<file path="config.mk">
export PLATFORM = sky130hd
export DESIGN_NAME = can_rx_mailbox_with_bus_load_unit
export DESIGN_NICKNAME = d
export VERILOG_FILES = /design/src/hdl/canrx_pkg.sv /design/src/hdl/canrx_ctrl.sv /design/src/hdl/canrx_dp.sv /design/src/hdl/can_rx_mailbox_with_bus_load_unit.sv
export SDC_FILE = /design/constraint.sdc
export NUM_CORES = 2
export LEC_CHECK = 0
export BUFFER_PORTS_ARGS = -buffer_cell sky130_fd_sc_hd__buf_2
export CAP_MARGIN = 20
export CELL_PAD_IN_SITES_DETAIL_PLACEMENT = 0
export CELL_PAD_IN_SITES_GLOBAL_PLACEMENT = 1
export CORE_MARGIN = 1
export CORE_UTILIZATION = 35
export CTS_BUF_LIST = sky130_fd_sc_hd__clkbuf_16
export CTS_CLUSTER_SIZE = 28
export DETAILED_ROUTE_END_ITERATION = 8
export GPL_TIMING_DRIVEN = 0
export PLACE_DENSITY = 0.63
export SETUP_SLACK_MARGIN = 0.5
export SLEW_MARGIN = 20
export SYNTH_ARGS = -nofsm -noshare
export SYNTH_HDL_FRONTEND = slang
export SYNTH_SLANG_ARGS = --single-unit
</file>
<file path="constraint.sdc">
create_clock -name clock -period 45.6 [get_ports clock]
set_input_delay 9.12 -clock clock [delete_from_list [all_inputs] [get_ports clock]]
set_output_delay 9.12 -clock clock [all_outputs]
set_load 0.05 [all_outputs]
</file>
<file path="src/hdl/canrx_pkg.sv">
`timescale 1ns / 1ps
// ----------------------------------------------------------------------------
// CAN receive mailbox package
// Shared types, request and response layouts, operation codes and the
// constants of the frame bit counter and the bus load divider.
// ----------------------------------------------------------------------------
package canrx_pkg;

   // Table size default for the top-level parameter.
   localparam int TABLE_ENTRIES_DEFAULT = 16;

   // Field widths.
   localparam int ID_W      = 29;
   localparam int LEN_W     = 4;
   localparam int PAYLOAD_W = 64;
   localparam int MATCH_W   = 32;
   localparam int LOAD_W    = 8;
   localparam int TOTAL_W   = 32;
   localparam int FRAME_W   = 8;

   // Frame length limits and worst-case stuffed bit counts.
   localparam logic [LEN_W-1:0]   MAX_BYTES = 4'd8;
   localparam logic [FRAME_W-1:0] BITS_EXT  = 8'd80;
   localparam logic [FRAME_W-1:0] BITS_STD  = 8'd55;

   // Bus load: percent of a 1 Mbit/s line over one second.
   localparam int LINE_RATE     = 1000000;
   localparam int PERCENT_SCALE = 100;
   localparam int LOAD_DIVISOR  = LINE_RATE / PERCENT_SCALE;
   localparam int LOAD_SAT_BITS = LOAD_DIVISOR * (2 ** LOAD_W);
   localparam int REM_W         = $clog2(LOAD_SAT_BITS);
   // Scaled reciprocal of the divisor; exact for every count below saturation.
   localparam int     RECIP_SHIFT = 34;
   localparam longint LOAD_RECIP  =
      ((longint'(1) << RECIP_SHIFT) + LOAD_DIVISOR - 1) / LOAD_DIVISOR;
   localparam int     RECIP_W     = $clog2(LOAD_RECIP);
   localparam logic [LOAD_W-1:0] LOAD_MAX = '1;

   // Operation codes.
   typedef enum logic [1:0] {
      OP_RECEIVE  = 2'd0,
      OP_TRANSMIT = 2'd1,
      OP_QUERY    = 2'd2,
      OP_TICK     = 2'd3
   } op_type;

   // One request.
   typedef struct packed {
      logic [1:0]           operation;
      logic [ID_W-1:0]      frame_id;
      logic                 extended;
      logic [LEN_W-1:0]     byte_count;
      logic [PAYLOAD_W-1:0] payload_bytes;
      logic [MATCH_W-1:0]   match_value;
      logic [MATCH_W-1:0]   match_mask;
   } req_type;

   // One response.
   typedef struct packed {
      logic                 hit;
      logic [ID_W-1:0]      hit_id;
      logic [LEN_W-1:0]     hit_length;
      logic [PAYLOAD_W-1:0] hit_payload;
      logic                 dropped;
      logic [LOAD_W-1:0]    load_percent;
   } rsp_type;

   // Commands from the controller to the datapath.
   typedef struct packed {
      logic load;
      logic scan_read;
      logic div_init;
      logic div_step;
      logic commit;
   } cmd_type;

   // Status from the datapath to the controller.
   typedef struct packed {
      op_type op;
   } status_type;

endpackage

</file>
<file path="src/hdl/canrx_ctrl.sv">
`timescale 1ns / 1ps
// ----------------------------------------------------------------------------
// CAN receive mailbox controller
// Sequences one request: dispatch on the operation, scan the table, run the
// bus load divider, commit the result and strobe the response.
// ----------------------------------------------------------------------------
module canrx_ctrl import canrx_pkg::*; #(
   parameter int  TABLE_ENTRIES = TABLE_ENTRIES_DEFAULT,
   localparam int IdxW = (TABLE_ENTRIES > 1) ? $clog2(TABLE_ENTRIES) : 1
) (
   input  logic            clock,
   input  logic            reset,
   input  logic            start,
   input  status_type      status,
   output logic            busy,
   output logic            rsp_strobe,
   output cmd_type         cmd,
   output logic [IdxW-1:0] scan_addr
);

   typedef enum logic [2:0] {
      ST_IDLE,
      ST_DISPATCH,
      ST_SCAN,
      ST_DRAIN,
      ST_DIVIDE,
      ST_COMMIT
   } state_type;

   localparam logic [IdxW-1:0] LastAddr = IdxW'(TABLE_ENTRIES - 1);

   state_type         state_ff, state_in;
   logic [IdxW-1:0]   addr_ff, addr_in;
   logic              strobe_ff, strobe_in;

   // Next state and counters.
   always_comb begin
      state_in  = state_ff;
      addr_in   = addr_ff;
      strobe_in = 1'b0;
      case (state_ff)
         ST_IDLE: begin
            if (start) begin
               state_in = ST_DISPATCH;
            end
         end
         ST_DISPATCH: begin
            addr_in = '0;
            case (status.op)
               OP_RECEIVE:  state_in = ST_SCAN;
               OP_QUERY:    state_in = ST_SCAN;
               OP_TICK:     state_in = ST_DIVIDE;
               default:     state_in = ST_COMMIT;
            endcase
         end
         ST_SCAN: begin
            if (addr_ff == LastAddr) begin
               state_in = ST_DRAIN;
            end else begin
               addr_in = addr_ff + 1'b1;
            end
         end
         ST_DRAIN: begin
            state_in = ST_COMMIT;
         end
         ST_DIVIDE: begin
            state_in = ST_COMMIT;
         end
         ST_COMMIT: begin
            strobe_in = 1'b1;
            state_in  = ST_IDLE;
         end
         default: begin
            state_in = ST_IDLE;
         end
      endcase
   end

   // State and registered outputs.
   always_ff @(posedge clock) begin
      if (reset) begin
         state_ff  <= ST_IDLE;
         addr_ff   <= '0;
         strobe_ff <= 1'b0;
      end else begin
         state_ff  <= state_in;
         addr_ff   <= addr_in;
         strobe_ff <= strobe_in;
      end
   end

   // Commands decoded from the state.
   always_comb begin
      cmd.load      = (state_ff == ST_IDLE) && start;
      cmd.scan_read = (state_ff == ST_SCAN);
      cmd.div_init  = (state_ff == ST_DISPATCH) && (status.op == OP_TICK);
      cmd.div_step  = (state_ff == ST_DIVIDE);
      cmd.commit    = (state_ff == ST_COMMIT);
   end

   assign scan_addr  = addr_ff;
   assign busy       = (state_ff != ST_IDLE);
   assign rsp_strobe = strobe_ff;

   // An accepted request makes the block busy in the next cycle.
   assert property (@(posedge clock) disable iff (reset)
      (start && !busy) |=> busy)
      else $error("accepted request did not make the block busy");

   // Every response strobe follows a commit cycle.
   assert property (@(posedge clock) disable iff (reset)
      rsp_strobe |-> $past(cmd.commit))
      else $error("response strobe without a commit");

   // Commit is always followed by a response strobe and a free block.
   assert property (@(posedge clock) disable iff (reset)
      cmd.commit |=> (rsp_strobe && !busy))
      else $error("commit not followed by a response");

endmodule

</file>
<file path="src/hdl/canrx_dp.sv">
`timescale 1ns / 1ps
// ----------------------------------------------------------------------------
// CAN receive mailbox datapath
// Holds the request, the mailbox table memory with its used and fresh bits,
// the scan compare, the bit accumulator and the bus load divider.
// ----------------------------------------------------------------------------
module canrx_dp import canrx_pkg::*; #(
   parameter int  TABLE_ENTRIES = TABLE_ENTRIES_DEFAULT,
   localparam int IdxW = (TABLE_ENTRIES > 1) ? $clog2(TABLE_ENTRIES) : 1
) (
   input  logic            clock,
   input  logic            reset,
   input  req_type         req_data,
   input  cmd_type         cmd,
   input  logic [IdxW-1:0] scan_addr,
   output status_type      status,
   output rsp_type         rsp_data
);

   localparam logic [RECIP_W-1:0] Recip    = RECIP_W'(LOAD_RECIP);
   localparam logic [TOTAL_W-1:0] SatLimit = TOTAL_W'(LOAD_SAT_BITS);

   // Request and response registers.
   req_type req_ff;
   rsp_type rsp_ff, rsp_in;

   // Table storage.
   logic [ID_W-1:0]          slot_id_mem      [TABLE_ENTRIES];
   logic [LEN_W-1:0]         slot_length_mem  [TABLE_ENTRIES];
   logic [PAYLOAD_W-1:0]     slot_payload_mem [TABLE_ENTRIES];
   logic [TABLE_ENTRIES-1:0] slot_used_ff;
   logic [TABLE_ENTRIES-1:0] slot_fresh_ff;

   // Scan read port and compare results.
   logic [ID_W-1:0]      rd_id_ff;
   logic [LEN_W-1:0]     rd_length_ff;
   logic [PAYLOAD_W-1:0] rd_payload_ff;
   logic [IdxW-1:0]      rd_idx_ff;
   logic                 rd_valid_ff;
   logic                 found_ff;
   logic [IdxW-1:0]      found_idx_ff;
   logic                 free_ff;
   logic [IdxW-1:0]      free_idx_ff;
   logic [ID_W-1:0]      cap_id_ff;
   logic [LEN_W-1:0]     cap_length_ff;
   logic [PAYLOAD_W-1:0] cap_payload_ff;

   // Bit accumulator, load value and divider.
   logic [TOTAL_W-1:0] bit_total_ff;
   logic [LOAD_W-1:0]  load_ff;
   logic [REM_W-1:0]   rem_ff;
   logic [LOAD_W-1:0]  quo_ff;
   logic               sat_ff;

   op_type                     op;
   logic [LEN_W-1:0]           len_clamped;
   logic [PAYLOAD_W-1:0]       kept_payload;
   logic [FRAME_W-1:0]         frame_bits;
   logic [TOTAL_W:0]           bit_sum;
   logic [TOTAL_W-1:0]         bit_total_sat;
   logic                       entry_used;
   logic                       entry_match;
   logic [REM_W+RECIP_W-1:0]   product;
   logic [LOAD_W-1:0]          load_next;
   logic                       store_ok;
   logic [IdxW-1:0]            target_idx;

   assign op            = op_type'(req_ff.operation);
   assign status.op     = op;

   // Length clamp and the bytes kept from the payload.
   always_comb begin
      len_clamped = (req_ff.byte_count > MAX_BYTES) ? MAX_BYTES : req_ff.byte_count;
      for (int b = 0; b < 8; b++) begin
         kept_payload[b*8 +: 8] = (LEN_W'(b) < len_clamped) ?
                                  req_ff.payload_bytes[b*8 +: 8] : 8'h00;
      end
   end

   // Worst-case stuffed frame length and saturating accumulate.
   always_comb begin
      frame_bits = ((op == OP_RECEIVE) && !req_ff.extended) ? BITS_STD : BITS_EXT;
      frame_bits = frame_bits + FRAME_W'({len_clamped, 3'b000})
                              + FRAME_W'({len_clamped, 1'b0});
      bit_sum       = {1'b0, bit_total_ff} + (TOTAL_W+1)'(frame_bits);
      bit_total_sat = bit_sum[TOTAL_W] ? '1 : bit_sum[TOTAL_W-1:0];
   end

   // Compare of the entry that the scan read back.
   always_comb begin
      entry_used = slot_used_ff[rd_idx_ff];
      if (op == OP_RECEIVE) begin
         entry_match = entry_used && (rd_id_ff == req_ff.frame_id);
      end else begin
         entry_match = entry_used && slot_fresh_ff[rd_idx_ff] &&
                       ((MATCH_W'(rd_id_ff) & req_ff.match_mask) == req_ff.match_value);
      end
   end

   // Divide by the line-rate scale through a reciprocal multiply.
   always_comb begin
      product   = {{RECIP_W{1'b0}}, rem_ff} * {{REM_W{1'b0}}, Recip};
      load_next = (op == OP_TICK) ? (sat_ff ? LOAD_MAX : quo_ff) : load_ff;
   end

   // Target slot for a received frame.
   assign store_ok   = found_ff || free_ff;
   assign target_idx = found_ff ? found_idx_ff : free_idx_ff;

   // Response fields.
   always_comb begin
      rsp_in              = '0;
      rsp_in.hit          = (op == OP_QUERY) && found_ff;
      rsp_in.hit_id       = rsp_in.hit ? cap_id_ff : '0;
      rsp_in.hit_length   = rsp_in.hit ? cap_length_ff : '0;
      rsp_in.hit_payload  = rsp_in.hit ? cap_payload_ff : '0;
      rsp_in.dropped      = (op == OP_RECEIVE) && !store_ok;
      rsp_in.load_percent = load_next;
   end

   // Control state: table bits, scan flags, accumulator and load value.
   always_ff @(posedge clock) begin
      if (reset) begin
         slot_used_ff  <= '0;
         slot_fresh_ff <= '0;
         rd_valid_ff   <= 1'b0;
         found_ff      <= 1'b0;
         free_ff       <= 1'b0;
         bit_total_ff  <= '0;
         load_ff       <= '0;
      end else begin
         rd_valid_ff <= cmd.scan_read;
         if (cmd.load) begin
            found_ff <= 1'b0;
            free_ff  <= 1'b0;
         end else if (rd_valid_ff) begin
            if (entry_match && !found_ff) begin
               found_ff <= 1'b1;
            end
            if ((op == OP_RECEIVE) && !entry_used && !free_ff) begin
               free_ff <= 1'b1;
            end
         end
         if (cmd.commit) begin
            case (op)
               OP_RECEIVE: begin
                  bit_total_ff <= bit_total_sat;
                  if (store_ok) begin
                     slot_used_ff[target_idx]  <= 1'b1;
                     slot_fresh_ff[target_idx] <= 1'b1;
                  end
               end
               OP_TRANSMIT: begin
                  bit_total_ff <= bit_total_sat;
               end
               OP_QUERY: begin
                  if (found_ff) begin
                     slot_fresh_ff[found_idx_ff] <= 1'b0;
                  end
               end
               OP_TICK: begin
                  load_ff      <= load_next;
                  bit_total_ff <= '0;
               end
               default: begin
                  load_ff <= load_ff;
               end
            endcase
         end
      end
   end

   // Payload registers: request, captures, divider and response.
   always_ff @(posedge clock) begin
      if (cmd.load) begin
         req_ff <= req_data;
      end
      if (rd_valid_ff && !cmd.load) begin
         if (entry_match && !found_ff) begin
            found_idx_ff   <= rd_idx_ff;
            cap_id_ff      <= rd_id_ff;
            cap_length_ff  <= rd_length_ff;
            cap_payload_ff <= rd_payload_ff;
         end
         if (!entry_used && !free_ff) begin
            free_idx_ff <= rd_idx_ff;
         end
      end
      if (cmd.div_init) begin
         sat_ff <= (bit_total_ff >= SatLimit);
         rem_ff <= bit_total_ff[REM_W-1:0];
         quo_ff <= '0;
      end else if (cmd.div_step) begin
         quo_ff <= product[RECIP_SHIFT +: LOAD_W];
      end
      if (cmd.commit) begin
         rsp_ff <= rsp_in;
      end
   end

   // Table memory: one write port at commit, one registered scan read.
   always_ff @(posedge clock) begin
      if (cmd.commit && (op == OP_RECEIVE) && store_ok) begin
         slot_id_mem[target_idx]      <= req_ff.frame_id;
         slot_length_mem[target_idx]  <= len_clamped;
         slot_payload_mem[target_idx] <= kept_payload;
      end
      if (cmd.scan_read) begin
         rd_id_ff      <= slot_id_mem[scan_addr];
         rd_length_ff  <= slot_length_mem[scan_addr];
         rd_payload_ff <= slot_payload_mem[scan_addr];
         rd_idx_ff     <= scan_addr;
      end
   end

   assign rsp_data = rsp_ff;

   // A fresh mark only sits on a used slot.
   assert property (@(posedge clock) disable iff (reset)
      (slot_fresh_ff & ~slot_used_ff) == '0)
      else $error("fresh mark on an unused slot");

   // Slots are never released once used.
   assert property (@(posedge clock) disable iff (reset)
      !$past(reset) |-> ((slot_used_ff & $past(slot_used_ff)) == $past(slot_used_ff)))
      else $error("used slot was released");

   // A commit never reports both a hit and a dropped frame.
   assert property (@(posedge clock) disable iff (reset)
      cmd.commit |-> !(rsp_in.hit && rsp_in.dropped))
      else $error("hit and dropped both set");

endmodule

</file>
<file path="src/hdl/can_rx_mailbox_with_bus_load_unit.sv">
`timescale 1ns / 1ps
// A receive or query request passes the dispatch state, the scan of the table memory read
// port at one slot per cycle, the drain state and the commit state before it is strobed; a
// transmit goes from dispatch to commit, and a tick passes the divide state of the divider.
// One request at a time; busy drops in the response cycle, so the next request is accepted
// there. Responses cannot stall.
// Reset clears the used and fresh bits, the bit accumulator and the load value.
// ----------------------------------------------------------------------------
// CAN receive mailbox with bus load meter
// Stores received frames by identifier, answers filtered queries for fresh
// frames and reports the bus load as a percentage at each one-second tick.
// ----------------------------------------------------------------------------
module can_rx_mailbox_with_bus_load_unit import canrx_pkg::*; #(
   parameter int TABLE_ENTRIES = TABLE_ENTRIES_DEFAULT
) (
   input  logic    clock,
   input  logic    reset,
   input  logic    start,
   output logic    busy,
   input  req_type req_data,
   output logic    rsp_strobe,
   output rsp_type rsp_data
);

   localparam int IdxW = (TABLE_ENTRIES > 1) ? $clog2(TABLE_ENTRIES) : 1;

   cmd_type         cmd;
   status_type      status;
   logic [IdxW-1:0] scan_addr;

   // Request sequencer.
   canrx_ctrl #(
      .TABLE_ENTRIES (TABLE_ENTRIES)
   ) u_ctrl (
      .clock      (clock),
      .reset      (reset),
      .start      (start),
      .status     (status),
      .busy       (busy),
      .rsp_strobe (rsp_strobe),
      .cmd        (cmd),
      .scan_addr  (scan_addr)
   );

   // Table, accumulator and divider.
   canrx_dp #(
      .TABLE_ENTRIES (TABLE_ENTRIES)
   ) u_dp (
      .clock     (clock),
      .reset     (reset),
      .req_data  (req_data),
      .cmd       (cmd),
      .scan_addr (scan_addr),
      .status    (status),
      .rsp_data  (rsp_data)
   );

endmodule

</file>
==> results.yml <==
power:
  seqPwrFrac_pct: 48.8
  p_leak_nw: 34.69
  clkPwrFrac_pct: 35.9
  powerDensity_mw_per_mm2: 45.21
  comb_power_share_pct: 15.4
  p_switching_mw: 1.209
  cellInternalPower_mw: 3.430
  vdd_drop_max_uv: 47.80
  p_sw_share_pct: 26.07
  p_total_mw: 4.640
routing:
  via_count: 43320
  antenna_left: 0
  drtIter0Drc: 4705
  vias_per_cell: 5.157
  wl_per_cell_um: 27.70
  wl_um: 232700
  drcViolationCount: 0
  firstDrtPassIters: 5
clock_network:
  clock-sinks: 2140
  clk_pin_slew_ps: 70
  htreeDepth: 4
  root_buffer: "clkbuf_16"
  clkLatencyLatePin_ps: 870
  cts_resized: 0
  numCtsBuffers: 207
  cts_setup_buffers: 0
  cts_max_path_buffers: 3
  ctsHoldBuffers: 0
  cts_tree: "built"
timing:
  setup_slack_ps: 34120
  hold_ws_ps: 409.0
  fin_worst_skew_ps: 36.53
  hold_viol: 0
  fmax_mhz: 87.11
  tightest_slew_ps: 1175
  rsz0062_at_grt: "false"
  drv_slew: 0
  layout_min_cycle_time_ps: 11480
  tns_ps: 0
  setup_viol: 0
  finalCritPeriodShare_pct: 25.18
  max-slew-margin-rel_pct: 21.70
synth:
  yosysTopAreaCell: "edfxtp_1"
  yosys.area_share.simple_pct: 3.159
  synthMuxAreaShare_pct: 12.80
  synth.yosys.warnings: 0
  netlist_area_mm2: 0.08717
  synth_top_family_by_area: "multiplexers"
  synth-edff-count: 2049
  synth_compound_area_share_pct: 1.537
  synthCells: 4295
  yosys.area_share.adder_pct: 7.042
  synth_cell_types: 67
  ys_async_sr_fraction_pct: 0
  synth_flop_cell: "edfxtp_1"
  synth_xor_area_share_pct: 0.7335
  synth-seq-area-share_pct: 72.68
  syn_area_per_cell_um2: 20.29
  postSynthNetCount: 4847
  synth-seq-cells: 2140
  synthTopCellsByArea: "edfxtp_1, mux4_2, fa_1"
  synth_top_cell_area_share_pct: 70.59
layout:
  nets: 5466
  drive_above_1_share_pct: 25.35
  syn_to_final_growth_pct: 17.74
  postLayoutCoreUtil_pct: 41.58
  fillers: 21830
die:
  row_count: 182
  fp.dieH_um: 501.0
  dieArea_mm2: 0.2510
  core_region_area_mm2: 0.2468
  die_x_um: 501.0
  ios: 276
  initial_core_util_pct: 35.31
critical_path:
  reg2reg_depth: 21
  r2r_end: "u_dp.quo_ff[7]$_SDFFE_PP0N_"
  cp.required_ps: 36480
  crit_path_max_incr_delay_ps: 410
  crit_fanout: 10
  path_class: "reg -> out"
  worst_ep_arrival_time_ps: 2360
  cp_slowest_cell: "or3_1"
  crit_path_cell_trace: "clkbuf_1 > or3_1 > buf_2"
  regToRegSetupSlack_ps: 38330
  endpoint_kind: "output pin"
  start_kind: "flop"
  r2r_start: "u_dp.rem_ff[11]$_DFFE_PP_"
global_route:
  grt_pass1_wl_um: 329300
  gr-usage-all-layers_pct: 18.58
  grt_start_max_net_pins: 79
  first_global_vias: 44500
  antenna_found_initial: 19
  gr-total-overflow: 0
status:
  outcome: "finished, final reports clean"
worst_hold_path:
  worstHoldStart: "u_dp.rd_payload_ff[62]$_DFFE_PP_"
  min_path_type: "reg -> reg"
  hold_depth: 0
  whs_endpoint: "u_dp.cap_payload_ff[62]$_DFFE_PP_"
placed_design:
  routabilityCongestion: 0.8293
  pre_cts_slack_ps: 34370
  place_hpwl_um: 159100
  io_buffers: 271
flow_run:
  maxCapViolCount: 0
## worst max-delay path by stage
stage                                          startpoint  slack, ps                                 to  depth (start not counted)
after floorplan                                     start      18750        u_dp.cap_id_ff[0]$_DFFE_PP_                          3
after global placement                              start     -16700   u_dp.cap_payload_ff[9]$_DFFE_PP_                          4
after detailed placement                            start      34370  u_dp.cap_payload_ff[38]$_DFFE_PP_                          8
after CTS                 u_ctrl.state_ff[2]$_SDFFE_PP0P_      34070                               busy                          3
after global routing      u_ctrl.state_ff[2]$_SDFFE_PP0P_      33900                               busy                          3
final                     u_ctrl.state_ff[2]$_SDFFE_PP0P_      34120                               busy                          3
## synthesized netlist by cell type (all sizes together), types with 3 or more instances
cell type / n
edfxtp: 2049
mux4: 495
inv: 299
ha: 209
fa: 176
clkbuf: 126
nor2: 118
and3: 107
nand2: 96
dfxtp: 91
a21oi: 58
nor2b: 50
xor2: 50
o21ai: 47
buf: 45
and2: 30
nand4: 23
xnor2: 23
a211oi: 22
nand3: 21
nor3: 20
a31oi: 19
nor4: 16
a21o: 9
nand2b: 9
o22ai: 9
o21bai: 7
or3: 7
a22oi: 6
or4: 6
and4: 5
nor3b: 5
o211ai: 5
or2: 5
o2111ai: 4
a221oi: 3
a41oi: 3
o21a: 3
## power groups by stage
stage	combinational, mW	sequential (mW)	clock [mW]
floorplan	0.490	2.30	0
detailed placement	0.722	2.30	0
global placement	0.704	2.32	0
global route	0.834	2.27	1.77
CTS	0.729	2.26	1.70
finish	0.712	2.26	1.66
## through the flow
stage / cell area [um^2] / instances
2_1_floorplan: 87170 / 4295
3_3_place_gp: 92670 / 7878
3_5_place_dp: 96020 / 8016
4_1_cts: 102600 / 8392
5_1_grt: 102600 / 8398
6_report: 102600 / 8401
## critical path: cells and delay by family (launching register included)
family | cells | cell delay, ps
buffers and inverters | 2 | 700
and+or+nand+nor | 1 | 410
DFF | 1 | 380
## layout by cell type (no fill, tap or decap), drive strengths merged, types with 19 or more instances in the layout
cell type / netlist / routed
a31oi: 19 / 19
a21oi: 58 / 58
inv: 299 / 363
ha: 209 / 209
o21ai: 47 / 47
nand4: 23 / 23
clkinv: 0 / 80
buf: 45 / 449
clkbuf: 126 / 340
edfxtp: 2049 / 2049
nor3: 20 / 20
dfxtp: 91 / 91
fa: 176 / 176
and3: 107 / 107
nor2b: 50 / 50
nand2: 96 / 96
a211oi: 22 / 22
xnor2: 23 / 23
and2: 30 / 30
xor2: 50 / 50
nand3: 21 / 21
mux4: 495 / 495
nor2: 118 / 118
## cell type report
cell class	count	area, um^2	area share, %
Clock buffer	208	5205	5.072
Buffer	171	720.7	0.7022
Inverter	299	1145	1.116
Clock inverter	168	1354	1.319
Sequential cell	2140	63350	61.73
Tap cell	3312	4144	4.038
Timing Repair Buffer	410	4468	4.354
Multi-Input combinational cell	1685	22220	21.65
Antenna cell	8	20.02	0.01951
## registers in the layout, summed over array words and instances (netlist names), 22 cells and up
| signal | count |
|---|---|
| u_dp.slot_id_mem | 464 |
| u_dp.rd_id_ff | 29 |
| u_dp.bit_total_ff | 32 |
| u_dp.rsp_data | 107 |
| u_dp.req_ff | 159 |
| u_dp.slot_length_mem | 64 |
| u_dp.rem_ff | 22 |
| u_dp.slot_payload_mem | 1024 |
| u_dp.rd_payload_ff | 64 |
| u_dp.cap_id_ff | 29 |
| u_dp.cap_payload_ff | 64 |
## logic make-up (layout without fill, tap and decap cells)
logic type	count (synthesis)	count (layout)
other	0	8
AND/OR/NAND/NOR	521	521
adder cells (fa/ha/maj)	385	385
multiplexers	496	496
flip-flops	2140	2140
XOR/XNOR	73	73
AO/OA/AOI/OAI	210	210
buffers and inverters	470	1256
## metal layers
metal | GRT usage [%] | up-vias | wire length, um
li1 | - | 18340 | -
met1 | 25.08 | 23070 | 97090
met2 | 30.03 | 1595 | 112000
met3 | 3.665 | 322 | 16050
met4 | 6.222 | 0 | 7543
met5 | 0 | - | 0
(Power assumes the default switching activity.)
